`config.mk`:
```
export PLATFORM = sky130hd
export DESIGN_NAME = ansi_sgr_stream_parser_flat
export DESIGN_NICKNAME = d
export VERILOG_FILES = /design/src/hw/rtl/asgr_pkg.sv /design/src/hw/rtl/asgr_in_if.sv /design/src/hw/rtl/asgr_out_if.sv /design/src/hw/rtl/asgr_queue.sv /design/src/hw/rtl/asgr_front.sv /design/src/hw/rtl/asgr_back.sv /design/src/hw/rtl/ansi_sgr_stream_parser.sv /design/src/flat_wrapper.sv
export SDC_FILE = /design/constraint.sdc
export NUM_CORES = 1
export LEC_CHECK = 0
export ABC_AREA = 1
export BUFFER_PORTS_ARGS = -buffer_cell sky130_fd_sc_hd__buf_2
export CORE_ASPECT_RATIO = 0.5
export CORE_MARGIN = 10
export CORE_UTILIZATION = 40
export CTS_BUF_LIST = sky130_fd_sc_hd__clkbuf_4 sky130_fd_sc_hd__clkbuf_8
export DETAILED_ROUTE_END_ITERATION = 7
export RECOVER_POWER = 25
export SLEW_MARGIN = 20
export SYNTH_ARGS = -nofsm -noshare
export SYNTH_HDL_FRONTEND = slang
export SYNTH_SLANG_ARGS = --single-unit
```
`constraint.sdc`:
```
create_clock -name i_clk -period 2.65 [get_ports i_clk]
set_input_delay 0.53 -clock i_clk [delete_from_list [all_inputs] [get_ports i_clk]]
set_output_delay 0.53 -clock i_clk [all_outputs]
set_load 0.005 [all_outputs]
```
`src/hw/rtl/asgr_pkg.sv`:
```
// asgr_pkg: shared types, byte codes and the sgr decode function
// of the escape sequence parser; depends on nothing

package asgr_pkg;

    localparam int MAX_SEQ_LEN_DEF = 32;
    localparam int QUEUE_DEPTH     = 2;

    localparam logic [7:0] ESC_BYTE   = 8'h1B;
    localparam logic [7:0] CR_BYTE    = 8'h0D;
    localparam logic [7:0] CSI_BYTE   = 8'h5B;  // '['
    localparam logic [7:0] SEMI_BYTE  = 8'h3B;  // ';'
    localparam logic [7:0] TILDE_BYTE = 8'h7E;  // '~'
    localparam logic [7:0] SGR_FINAL  = 8'h6D;  // 'm'
    localparam logic [7:0] CLR_FINAL  = 8'h4A;  // 'J'
    localparam logic [7:0] DIGIT_0    = 8'h30;
    localparam logic [7:0] DIGIT_2    = 8'h32;
    localparam logic [7:0] DIGIT_3    = 8'h33;
    localparam logic [7:0] DIGIT_9    = 8'h39;

    localparam logic [4:0] FG_DEFAULT = 5'd16;
    localparam logic [4:0] BG_DEFAULT = 5'd17;
    localparam logic [4:0] FG_RESET   = 5'd7;

    localparam logic [1:0] KIND_PRINT = 2'd0;
    localparam logic [1:0] KIND_CR    = 2'd1;
    localparam logic [1:0] KIND_CLEAR = 2'd2;

    // work items handed from the front to the back
    typedef enum logic [2:0] {
        OP_ESC,
        OP_PRINT,
        OP_CR,
        OP_SGR_END,
        OP_CLR_END,
        OP_DIGIT,
        OP_SEMI,
        OP_OTHER
    } t_op;

    typedef struct packed {
        t_op        op;
        logic [7:0] chr;
    } t_token;

    // flags: bit 0 bold, bit 1 italic, bit 2 underline
    typedef struct packed {
        logic [4:0] fore;
        logic [4:0] back;
        logic [2:0] flags;
    } t_attr;

    function automatic logic is_final(input logic [7:0] c);
        logic upper;
        logic lower;
        upper = (c >= 8'h41) && (c <= 8'h5A);
        lower = (c >= 8'h61) && (c <= 8'h7A);
        return upper || lower || (c == TILDE_BYTE);
    endfunction

    function automatic logic is_digit(input logic [7:0] c);
        return (c >= DIGIT_0) && (c <= DIGIT_9);
    endfunction

    // one sgr code applied to a set of attributes
    function automatic t_attr apply_sgr(input t_attr a, input logic [7:0] code);
        t_attr      r;
        logic [7:0] d;
        r = a;
        d = 8'd0;
        if (code == 8'd0) begin
            r.fore  = FG_DEFAULT;
            r.back  = BG_DEFAULT;
            r.flags = 3'b000;
        end else if (code == 8'd1) begin
            r.flags = a.flags | 3'b001;
        end else if (code == 8'd3) begin
            r.flags = a.flags | 3'b010;
        end else if (code == 8'd4) begin
            r.flags = a.flags | 3'b100;
        end else if (code >= 8'd30 && code <= 8'd37) begin
            d      = code - 8'd30;
            r.fore = d[4:0];
        end else if (code == 8'd39) begin
            r.fore = FG_DEFAULT;
        end else if (code >= 8'd40 && code <= 8'd47) begin
            d      = code - 8'd40;
            r.back = d[4:0];
        end else if (code == 8'd49) begin
            r.back = BG_DEFAULT;
        end else if (code >= 8'd90 && code <= 8'd97) begin
            d      = code - 8'd82;
            r.fore = d[4:0];
        end else if (code >= 8'd100 && code <= 8'd107) begin
            d      = code - 8'd92;
            r.back = d[4:0];
        end
        return r;
    endfunction

endpackage

```
`src/hw/rtl/asgr_in_if.sv`:
```
// asgr_in_if: byte input channel, valid/ready with the character code
// depends on nothing

interface asgr_in_if;
    logic       valid;
    logic       ready;
    logic [7:0] char_code;

    modport source (output valid, output char_code, input ready);
    modport sink   (input valid, input char_code, output ready);
endinterface

```
`src/hw/rtl/asgr_out_if.sv`:
```
// asgr_out_if: event output channel, valid/ready with kind, glyph and attributes
// depends on nothing

interface asgr_out_if;
    logic       valid;
    logic       ready;
    logic [1:0] event_kind;
    logic [7:0] glyph;
    logic [4:0] fore_index;
    logic [4:0] back_index;
    logic       bold_out;
    logic       italic_out;
    logic       underline_out;

    modport source (
        output valid, output event_kind, output glyph, output fore_index,
        output back_index, output bold_out, output italic_out, output underline_out,
        input ready
    );
    modport sink (
        input valid, input event_kind, input glyph, input fore_index,
        input back_index, input bold_out, input italic_out, input underline_out,
        output ready
    );
endinterface

```
`src/hw/rtl/asgr_queue.sv`:
```
// asgr_queue: small token fifo between front and back
// depends on asgr_pkg

module asgr_queue (
    input  logic              i_clk,
    input  logic              i_rst_n,
    input  logic              i_push,
    input  asgr_pkg::t_token  i_push_tok,
    output logic              o_full,
    output logic              o_valid,
    output asgr_pkg::t_token  o_pop_tok,
    input  logic              i_pop
);
    localparam int DEPTH = asgr_pkg::QUEUE_DEPTH;
    localparam int PTR_W = (DEPTH > 1) ? $clog2(DEPTH) : 1;
    localparam int CNT_W = $clog2(DEPTH + 1);

    asgr_pkg::t_token r_mem [DEPTH];
    logic [PTR_W-1:0] r_wr_ptr;
    logic [PTR_W-1:0] r_rd_ptr;
    logic [CNT_W-1:0] r_count;

    function automatic logic [PTR_W-1:0] ptr_inc(input logic [PTR_W-1:0] p);
        return (p == PTR_W'(DEPTH - 1)) ? '0 : p + PTR_W'(1);
    endfunction

    assign o_full    = (r_count == CNT_W'(DEPTH));
    assign o_valid   = (r_count != '0);
    assign o_pop_tok = r_mem[r_rd_ptr];

    always_ff @(posedge i_clk) begin
        if (i_push) begin
            r_mem[r_wr_ptr] <= i_push_tok;
        end
    end

    always_ff @(posedge i_clk) begin
        if (!i_rst_n) begin
            r_wr_ptr <= '0;
            r_rd_ptr <= '0;
            r_count  <= '0;
        end else begin
            if (i_push) begin
                r_wr_ptr <= ptr_inc(r_wr_ptr);
            end
            if (i_pop) begin
                r_rd_ptr <= ptr_inc(r_rd_ptr);
            end
            if (i_push && !i_pop) begin
                r_count <= r_count + CNT_W'(1);
            end else if (!i_push && i_pop) begin
                r_count <= r_count - CNT_W'(1);
            end
        end
    end
endmodule

```
`src/hw/rtl/asgr_front.sv`:
```
// asgr_front: takes bytes, tracks sequence framing and length, emits tokens
// depends on asgr_pkg and asgr_in_if

module asgr_front #(
    parameter int MAX_SEQ_LEN = asgr_pkg::MAX_SEQ_LEN_DEF
) (
    input  logic              i_clk,
    input  logic              i_rst_n,
    asgr_in_if.sink           i_in,
    input  logic              i_q_full,
    output logic              o_push,
    output asgr_pkg::t_token  o_push_tok
);
    localparam int LEN_W = $clog2(MAX_SEQ_LEN + 1);

    logic             r_active;
    logic             r_csi;
    logic [LEN_W-1:0] r_len;

    logic             n_active;
    logic             n_csi;
    logic [LEN_W-1:0] n_len;
    logic             take;
    logic             at_limit;
    logic [7:0]       c;

    assign i_in.ready = !i_q_full;
    assign take       = i_in.valid && !i_q_full;
    assign c          = i_in.char_code;
    assign at_limit   = (r_len == LEN_W'(MAX_SEQ_LEN));

    always_comb begin
        n_active       = r_active;
        n_csi          = r_csi;
        n_len          = r_len;
        o_push         = 1'b0;
        o_push_tok.op  = asgr_pkg::OP_OTHER;
        o_push_tok.chr = c;
        if (take) begin
            priority if (c == asgr_pkg::ESC_BYTE) begin
                n_active      = 1'b1;
                n_csi         = 1'b0;
                n_len         = '0;
                o_push        = 1'b1;
                o_push_tok.op = asgr_pkg::OP_ESC;
            end else if (!r_active) begin
                o_push        = 1'b1;
                o_push_tok.op = (c == asgr_pkg::CR_BYTE) ? asgr_pkg::OP_CR
                                                          : asgr_pkg::OP_PRINT;
            end else if (asgr_pkg::is_final(c)) begin
                n_active = 1'b0;
                n_csi    = 1'b0;
                n_len    = '0;
                if (r_csi && c == asgr_pkg::SGR_FINAL) begin
                    o_push        = 1'b1;
                    o_push_tok.op = asgr_pkg::OP_SGR_END;
                end else if (r_csi && c == asgr_pkg::CLR_FINAL) begin
                    o_push        = 1'b1;
                    o_push_tok.op = asgr_pkg::OP_CLR_END;
                end
            end else if (at_limit) begin
                // over-long sequence dropped without trace
                n_active = 1'b0;
                n_csi    = 1'b0;
                n_len    = '0;
            end else begin
                n_len = r_len + LEN_W'(1);
                if (r_len == '0 && c == asgr_pkg::CSI_BYTE) begin
                    n_csi = 1'b1;
                end else if (r_csi) begin
                    o_push = 1'b1;
                    if (asgr_pkg::is_digit(c)) begin
                        o_push_tok.op = asgr_pkg::OP_DIGIT;
                    end else if (c == asgr_pkg::SEMI_BYTE) begin
                        o_push_tok.op = asgr_pkg::OP_SEMI;
                    end else begin
                        o_push_tok.op = asgr_pkg::OP_OTHER;
                    end
                end
            end
        end
    end

    always_ff @(posedge i_clk) begin
        if (!i_rst_n) begin
            r_active <= 1'b0;
            r_csi    <= 1'b0;
            r_len    <= '0;
        end else begin
            r_active <= n_active;
            r_csi    <= n_csi;
            r_len    <= n_len;
        end
    end
endmodule

```
`src/hw/rtl/asgr_back.sv`:
```
// asgr_back: runs tokens against parameter and attribute state, drives events
// depends on asgr_pkg and asgr_out_if

module asgr_back (
    input  logic              i_clk,
    input  logic              i_rst_n,
    input  logic              i_q_valid,
    input  asgr_pkg::t_token  i_tok,
    output logic              o_pop,
    asgr_out_if.source        o_out
);
    localparam logic [1:0] PST_EMPTY  = 2'd0;
    localparam logic [1:0] PST_DIGITS = 2'd1;
    localparam logic [1:0] PST_BAD    = 2'd2;
    localparam logic [1:0] CM_NONE    = 2'd0;
    localparam logic [1:0] CM_MATCH   = 2'd1;
    localparam logic [1:0] CM_OTHER   = 2'd2;

    logic [7:0]      r_pval;
    logic [1:0]      r_pstat;
    logic [1:0]      r_cmatch;
    asgr_pkg::t_attr r_pend;
    asgr_pkg::t_attr r_cur;
    logic            r_vld;
    logic [1:0]      r_kind;
    logic [7:0]      r_glyph;
    asgr_pkg::t_attr r_oattr;

    logic [7:0]      n_pval;
    logic [1:0]      n_pstat;
    logic [1:0]      n_cmatch;
    asgr_pkg::t_attr n_pend;
    asgr_pkg::t_attr n_cur;
    logic            emit;
    logic [1:0]      emit_kind;
    logic            slot_free;
    logic [11:0]     pval_x10;
    logic [7:0]      digit;
    asgr_pkg::t_attr pend_applied;
    logic [1:0]      cmatch_step;

    assign slot_free    = !r_vld || o_out.ready;
    assign digit        = i_tok.chr - asgr_pkg::DIGIT_0;
    assign pval_x10     = ({4'd0, r_pval} << 3) + ({4'd0, r_pval} << 1) + {4'd0, digit};
    assign pend_applied = (r_pstat == PST_DIGITS) ? asgr_pkg::apply_sgr(r_pend, r_pval)
                                                  : r_pend;
    assign cmatch_step  = (r_cmatch == CM_NONE &&
                           (i_tok.chr == asgr_pkg::DIGIT_2 || i_tok.chr == asgr_pkg::DIGIT_3))
                          ? CM_MATCH : CM_OTHER;

    always_comb begin
        emit      = 1'b0;
        emit_kind = asgr_pkg::KIND_PRINT;
        n_pval    = r_pval;
        n_pstat   = r_pstat;
        n_cmatch  = r_cmatch;
        n_pend    = r_pend;
        n_cur     = r_cur;
        unique case (i_tok.op)
            asgr_pkg::OP_ESC: begin
                n_pval   = '0;
                n_pstat  = PST_EMPTY;
                n_cmatch = CM_NONE;
                n_pend   = r_cur;
            end
            asgr_pkg::OP_PRINT: begin
                emit = 1'b1;
            end
            asgr_pkg::OP_CR: begin
                emit      = 1'b1;
                emit_kind = asgr_pkg::KIND_CR;
            end
            asgr_pkg::OP_SGR_END: begin
                n_cur   = pend_applied;
                n_pval  = '0;
                n_pstat = PST_EMPTY;
            end
            asgr_pkg::OP_CLR_END: begin
                emit      = (r_cmatch == CM_MATCH);
                emit_kind = asgr_pkg::KIND_CLEAR;
            end
            asgr_pkg::OP_DIGIT: begin
                n_pval   = (pval_x10 > 12'd255) ? 8'd255 : pval_x10[7:0];
                n_pstat  = (r_pstat == PST_EMPTY) ? PST_DIGITS : r_pstat;
                n_cmatch = cmatch_step;
            end
            asgr_pkg::OP_SEMI: begin
                n_pend   = pend_applied;
                n_pval   = '0;
                n_pstat  = PST_EMPTY;
                n_cmatch = cmatch_step;
            end
            asgr_pkg::OP_OTHER: begin
                n_pstat  = PST_BAD;
                n_cmatch = cmatch_step;
            end
            default: begin
                emit = 1'b0;
            end
        endcase
    end

    // a token that raises an event waits for a free output slot
    assign o_pop = i_q_valid && (!emit || slot_free);

    always_ff @(posedge i_clk) begin
        if (!i_rst_n) begin
            r_pval   <= '0;
            r_pstat  <= PST_EMPTY;
            r_cmatch <= CM_NONE;
            r_pend   <= '{fore: asgr_pkg::FG_RESET, back: asgr_pkg::BG_DEFAULT, flags: 3'b000};
            r_cur    <= '{fore: asgr_pkg::FG_RESET, back: asgr_pkg::BG_DEFAULT, flags: 3'b000};
            r_vld    <= 1'b0;
        end else begin
            if (o_pop) begin
                r_pval   <= n_pval;
                r_pstat  <= n_pstat;
                r_cmatch <= n_cmatch;
                r_pend   <= n_pend;
                r_cur    <= n_cur;
            end
            if (o_pop && emit) begin
                r_vld <= 1'b1;
            end else if (o_out.ready) begin
                r_vld <= 1'b0;
            end
        end
    end

    always_ff @(posedge i_clk) begin
        if (o_pop && emit) begin
            r_kind  <= emit_kind;
            r_glyph <= i_tok.chr;
            r_oattr <= r_cur;
        end
    end

    assign o_out.valid         = r_vld;
    assign o_out.event_kind    = r_kind;
    assign o_out.glyph         = r_glyph;
    assign o_out.fore_index    = r_oattr.fore;
    assign o_out.back_index    = r_oattr.back;
    assign o_out.bold_out      = r_oattr.flags[0];
    assign o_out.italic_out    = r_oattr.flags[1];
    assign o_out.underline_out = r_oattr.flags[2];
endmodule

```
`src/hw/rtl/ansi_sgr_stream_parser.sv`:
```
// ansi_sgr_stream_parser: escape sequence parser with sgr attribute tracking
// throughput: one byte per cycle while the token queue is not full, set by the front and back stages
// the two-entry token queue lets a stalled output back up without dropping bytes
// reset: synchronous active-low; clears framing, queue and output valid,
// attributes return to foreground 7, background 17 and all styles off

module ansi_sgr_stream_parser #(
    parameter int MAX_SEQ_LEN = asgr_pkg::MAX_SEQ_LEN_DEF
) (
    input  logic        i_clk,
    input  logic        i_rst_n,
    asgr_in_if.sink     i_in,
    asgr_out_if.source  o_out
);
    // front to queue
    logic             push;
    asgr_pkg::t_token push_tok;
    logic             q_full;

    // queue to back
    logic             q_valid;
    asgr_pkg::t_token pop_tok;
    logic             pop;

    // front: frames sequences, counts their length and turns each byte
    // into a token; bytes with no effect (the csi opener, non-csi body,
    // other finals, the aborting byte) never reach the queue
    asgr_front #(
        .MAX_SEQ_LEN (MAX_SEQ_LEN)
    ) u_front (
        .i_clk      (i_clk),
        .i_rst_n    (i_rst_n),
        .i_in       (i_in),
        .i_q_full   (q_full),
        .o_push     (push),
        .o_push_tok (push_tok)
    );

    // queue: decouples byte intake from the output handshake
    asgr_queue u_queue (
        .i_clk      (i_clk),
        .i_rst_n    (i_rst_n),
        .i_push     (push),
        .i_push_tok (push_tok),
        .o_full     (q_full),
        .o_valid    (q_valid),
        .o_pop_tok  (pop_tok),
        .i_pop      (pop)
    );

    // back: parameter accumulation, pending and current attributes,
    // and the registered output stage
    asgr_back u_back (
        .i_clk     (i_clk),
        .i_rst_n   (i_rst_n),
        .i_q_valid (q_valid),
        .i_tok     (pop_tok),
        .o_pop     (pop),
        .o_out     (o_out)
    );
endmodule

```
`src/flat_wrapper.sv`:
```
// flat-port wrapper written by rule: the top's interface ports become plain ports
module ansi_sgr_stream_parser_flat 
#(
    parameter int MAX_SEQ_LEN = asgr_pkg::MAX_SEQ_LEN_DEF
)
  (i_clk, i_rst_n, i_in_valid, i_in_char_code, i_in_ready, o_out_valid, o_out_event_kind, o_out_glyph, o_out_fore_index, o_out_back_index, o_out_bold_out, o_out_italic_out, o_out_underline_out, o_out_ready);
  asgr_in_if i_in_i ();
  asgr_out_if o_out_i ();
  input  logic i_clk;
  input  logic i_rst_n;
  input wire logic [$bits(i_in_i.valid)-1:0] i_in_valid;
  input wire logic [$bits(i_in_i.char_code)-1:0] i_in_char_code;
  output wire logic [$bits(i_in_i.ready)-1:0] i_in_ready;
  output wire logic [$bits(o_out_i.valid)-1:0] o_out_valid;
  output wire logic [$bits(o_out_i.event_kind)-1:0] o_out_event_kind;
  output wire logic [$bits(o_out_i.glyph)-1:0] o_out_glyph;
  output wire logic [$bits(o_out_i.fore_index)-1:0] o_out_fore_index;
  output wire logic [$bits(o_out_i.back_index)-1:0] o_out_back_index;
  output wire logic [$bits(o_out_i.bold_out)-1:0] o_out_bold_out;
  output wire logic [$bits(o_out_i.italic_out)-1:0] o_out_italic_out;
  output wire logic [$bits(o_out_i.underline_out)-1:0] o_out_underline_out;
  input wire logic [$bits(o_out_i.ready)-1:0] o_out_ready;
  assign i_in_i.valid = i_in_valid;
  assign i_in_i.char_code = i_in_char_code;
  assign i_in_ready = i_in_i.ready;
  assign o_out_valid = o_out_i.valid;
  assign o_out_event_kind = o_out_i.event_kind;
  assign o_out_glyph = o_out_i.glyph;
  assign o_out_fore_index = o_out_i.fore_index;
  assign o_out_back_index = o_out_i.back_index;
  assign o_out_bold_out = o_out_i.bold_out;
  assign o_out_italic_out = o_out_i.italic_out;
  assign o_out_underline_out = o_out_i.underline_out;
  assign o_out_i.ready = o_out_ready;
  ansi_sgr_stream_parser #(.MAX_SEQ_LEN(MAX_SEQ_LEN)) u_core (.i_clk(i_clk), .i_rst_n(i_rst_n), .i_in(i_in_i), .o_out(o_out_i));
endmodule
```
## Word-level counts from Yosys, hierarchy flattened

Memories as Yosys holds them, arrays and structs flattened. A register that Yosys moved wholly into a read port is not among the register bits.
Cells that the tools add are included.

| word-level totals | value |
|---|---|
| flip-flop bits (word level) | 74 |
| RAM bits | 22 |
| output and inout bits | 25 |
| logic and storage cells | 197 |
| memories kept | 1 |

| operators by class | value |
|---|---|
| add/sub/neg operators | 12 |
| $lt $le $gt $ge | 15 |
| eq/ne operators | 26 |
| mux-type cells | 72 |
| reductions and logical operators | 50 |

Memory list:

| memory | depth | width | rd ports | clocked after Yosys merged registers in | wr ports | line | source |
|---|---|---|---|---|---|---|---|
| u_core.u_queue.r_mem | 2 | 11 | 1 | 1 | 1 | asgr_queue.sv:18 | `asgr_pkg::t_token r_mem [DEPTH];` |

Operator list:

| cell | count |
|---|---|
| 5-bit two-way mux | 11 |
| 8-bit by 6-bit equality test with 1-bit output, second input constant | 5 |
| 8-bit by 7-bit equality test with 1-bit output, second input constant | 4 |
| 8-bit by 7-bit greater-or-equal comparator with 1-bit output, second input constant | 4 |
| 8-bit by 7-bit <= comparator with 1-bit output, second input constant | 4 |
| 10-bit two-way mux | 3 |
| 1-bit two-way mux | 27 |
| 13-bit two-way mux | 2 |
| 13-bit case mux with 2 select lines | 1 |
| 8-bit by 6-bit <= comparator with 1-bit output, second input constant | 3 |
| 3-bit two-way mux | 8 |
| 6-bit two-way mux | 4 |
| 2-bit two-way mux | 10 |
| 8-bit by 6-bit greater-or-equal comparator with 1-bit output, second input constant | 2 |
| 1-bit logical AND | 16 |
| 8-bit case mux with 2 select lines | 1 |
| 5-bit subtractor, second input constant | 3 |
| 2-bit nonzero test | 7 |
| 11-bit by 9-bit adder with 12-bit output | 1 |
| 12-bit by 8-bit adder with 12-bit output | 1 |
| 3-bit equality test, second input constant | 4 |
| 12-bit by 8-bit greater-than comparator with 1-bit output, second input constant | 1 |
| 2-bit AND reduction | 5 |
| 8-bit by 1-bit equality test with 1-bit output, second input constant | 1 |
| other kinds (32) | 47 |

## Logic depth before layout (Yosys ltp)

| depth | value |
|---|---|
| depth after elaboration | 14 |
| depth in mapped cells | 17 |
| gate-level depth less buffers | 17 |

## Cells and area by module

A second synthesis with hierarchy kept.

| second synthesis, totals | value |
|---|---|
| cells, all modules | 680 |
| area total of the unflattened synthesis | 5622.9 um2 |

By module, submodules not included:

| module | times used | cells an instance | area each (um2) |
|---|---|---|---|
| asgr_back | 1 | 478 | 3766.1 |
| asgr_queue | 1 | 69 | 1061.0 |
| asgr_front | 1 | 133 | 795.8 |

## Worst setup path before layout

No wires, ideal clock.

| timing path | value |
|---|---|
| path kind | reg-to-reg |
| from | register (tool-made name) |
| to | register u_core.u_back.r_pval[4] |
| setup time | 0.133 ns |
| arrival | 2.735 ns |
| data required time | 2.517 ns |
| slack | -0.219 ns |
| stages on the path, launching flop included | 18 |
| path buffers | 0 |
| path through | dfxtp_1 inv_2 nand2_1 nand2_1 ha_1 fa_1 ha_1 a21oi_1 o21ai_0 nand2_1 nand2_1 a21o_1 nand2_1 nand2_1 inv_1 nand3_1 nand2_1 a21oi_2 |

RTL lines:

| element | line | source |
|---|---|---|
| to (signal assigned) | asgr_back.sv:116 | `r_pval <= n_pval;` |
| to (decl) | asgr_back.sv:19 | `logic [7:0] r_pval;` |

==> results.ini <==
[run_status]
outcome = completed

[route]
drt_iter0_markers = 259
wl_per_cell_um = 12.58
postRouteAntennaNets = 0
via_count = 4848
vias_per_cell = 4.767
wl_um = 12790
drc_errors = 0
drt_pass1_iterations = 4

[min_path]
hp-start = u_core.u_back.r_pend[0]
hold_class = reg -> reg

[critical_path]
critPathLaunchType = flop
cp-end-kind = flop
critPathKind = reg -> reg
cp_max_fo = 8
worstPathArrival_ps = 2910
required_ps = 2920

[clocking]
path_clk_slew_ps = 100
htree_num_levels = 3
numCtsBuffers = 9
worstSkewPairLatency_ps = 370
tritoncts = built
cts-root-buf = clkbuf_8
numClockSinks = 97
clock_path_buffers = 2

[pwr]
power_mw = 7.704
p_per_area_nw_per_um2 = 1136
p_leak_nw = 3.079
vdd_drop_max_mv = 0.4483

[grt]
grt_overflow = 0
grt_pass1_wl_um = 21860
grt_max_degree = 27
grt_pass1_vias = 4628
antenna_found_initial = 0
grt_usage = 0.1303

[synthesis]
synthTopCellsByArea = edfxtp_1 24%, dfxtp_1 18%, nand2_1 13%
syn-cell-area_um2 = 5679
synthArstFlopShare = 0
syn_nets = 778
synthCells = 736
synth-seq-cells = 97
yosysSeqAreaShare = 0.4212
synthFlopType = dfxtp_1
yosysTopAreaCell = edfxtp_1
yosysWarnings = 0
synth_top_area_frac = 0.2379
synth-edff-count = 45
synth_cell_type_count = 43
synth.avg_cell_area_um2 = 7.716

[place]
dp_hpwl_um = 9657
globalplace.congestion = 0.9149
dpl_cell_area_um2 = 6356
portBuffers = 36

[sta]
skew_ps = 18.94
finalMaxSlewViolations = 0
max_freq_mhz = 379.1
period_share = 0.9955
worstMarginPinSlew_ps = 648.5
setup_violations = 0
min_period_ps = 2638
grt_setup_unrepaired = true
finalHoldViolCount = 0
slew_headroom = 0.5672

[final_layout]
fillers = 1373
regArea_um2 = 2396
drive_above_1_share = 0.2024
finalNetCount = 862
syn_to_final_growth_pct = 19.39
multi_input_area_um2 = 2964
stdcell_area_um2 = 6780
diodes = 0
utilization = 0.4935

[die]
die_y_um = 104.3
start_util = 0.4134
ios = 37
rows = 30
core_area_um2 = 13740
die-area_um2 = 19650
die_width_um = 188.5

[run]
maxCapViolations = 0

[Yosys cell counts (3+ instances only)]
master,n
ha_1,24
nand2_2,7
o21ai_1,7
inv_1,107
inv_2,4
nor2_1,52
nand3_1,54
buf_6,4
nand2_1,201
or2_2,4
nor3_1,7
nand4_1,17
a21oi_1,59
edfxtp_1,45
xnor2_1,5
o21ai_0,20
o211ai_1,3
xor2_1,11
nor4_1,3
nor2_2,4
a31oi_1,4
clkbuf_1,5
dfxtp_1,52
a21oi_2,6
fa_1,6
[worst max-delay path, cell delays in order, from the launching register on]
cell     delay (ps)
dfxtp_4         380
buf_6           130
nand2_2          60
nand2_2          70
fa_1            570
buf_4           110
ha_2            260
nand3_2          60
nand2_1          60
nand2_1          70
nand2_1          50
nand2_1          70
nand2_2          80
a31oi_4         180
buf_6           170
nand3_1          80
nand2_1          80
a21oi_2          50
[per-layer routing]
layer / vias to the layer above / track usage / routed length, um
met4: 0 / 0.03041 / 131
li1: 2566 / - / -
met5: - / 0 / 0
met1: 2190 / 0.1685 / 6201
met3: 14 / 0.03313 / 657
met2: 78 / 0.2124 / 5798
[cell families after synthesis]
group	count (synthesis)	synth area share
xor gates and xnor gates	16	0.02467
DFF	97	0.4212
AOI/OAI and AO/OA	107	0.1062
and+or+nand+nor	359	0.2813
buffers and inverters	126	0.09077
adders and majority gates	30	0.07403
muxes	1	0.001763
[worst paths after layout]
| check | slack, ps | depth (start not counted) | end |
|---|---|---|---|
| setup reg to reg | 10 | 17 | u_core.u_back.r_pval[2] |
| hold / removal | 460 | 2 | u_core.u_back.r_pend[0] |
| setup / recovery | 10 | 17 | u_core.u_back.r_pval[2] |
| hold reg to reg | 460 | 2 | u_core.u_back.r_pend[0] |
[per-stage QoR]
stage          setup WS [ps]  setup TNS [ps]  hold WS (ps)  instances
6_report               11.90               0         456.4       1017
5_1_grt               -149.1           -1180         466.0       1017
4_1_cts                5.353               0         384.6       1010
3_5_place_dp          -32.11          -110.7         442.0        994
3_3_place_gp           21.74               0         436.4        994
2_1_floorplan          8.358               0         422.9        736
[timing repair]
item,in CTS,in global routing
endpoints found under the setup margin,8,8
hold buffers,0,0
cloned,0,0
pin swaps,4,17
gates resized for setup,12,32
setup buffers,0,7
hold endpoints to repair,0,0
[power breakdown]
group / leakage, nW / switching, mW / internal [mW]
clock: 0.0983 / 0.581 / 0.374
sequential: 0.828 / 0.189 / 1.99
combinational: 2.15 / 2.63 / 1.94
[flip-flops by register name, summed over array words and instances, names as in the netlist, 2 cells and up, named ones only]
signal                          cells
u_core.u_back.r_cmatch              2
u_core.u_back.r_cur                13
u_core.u_back.o_out.glyph           8
u_core.u_back.o_out.event_kind      2
u_core.u_back.r_pend               13
u_core.u_back.r_pval                8
u_core.u_back.r_pstat               2
u_core.u_queue.r_mem               22
u_core.u_front.r_len                6
u_core.u_back.o_out.back_index      5
u_core.u_back.o_out.fore_index      5
u_core.u_queue.r_count              2
[placed cells by master (no fill, tap or decap), drive strengths merged]
cell | netlist | layout
mux2i | 1 | 1
clkbuf | 5 | 18
buf | 8 | 78
nand3 | 57 | 57
o211ai | 3 | 3
o21bai | 2 | 2
clkinv | 1 | 4
xor2 | 11 | 11
a21oi | 65 | 65
a21boi | 1 | 1
xnor2 | 5 | 5
dfxtp | 52 | 52
o22ai | 2 | 2
or2 | 4 | 4
nor3 | 7 | 7
a31oi | 4 | 4
nand3b | 1 | 1
nor4 | 3 | 3
nand4 | 17 | 17
fa | 6 | 6
nor2 | 58 | 58
o31ai | 1 | 1
edfxtp | 45 | 45
o21ai | 28 | 28
or3 | 1 | 1
inv | 112 | 115
nand2 | 211 | 211
ha | 24 | 24
a21o | 1 | 1
[area by class of cell]
class / count / area share
clock buffers: 10 / 0.01938
clock inverters: 6 / 0.008489
inverters: 113 / 0.06403
multi-input cells: 513 / 0.4372
flip-flops and latches: 97 / 0.3534
well taps: 192 / 0.03543
repair buffers: 86 / 0.08212
Power figures use the tool's default switching activity.
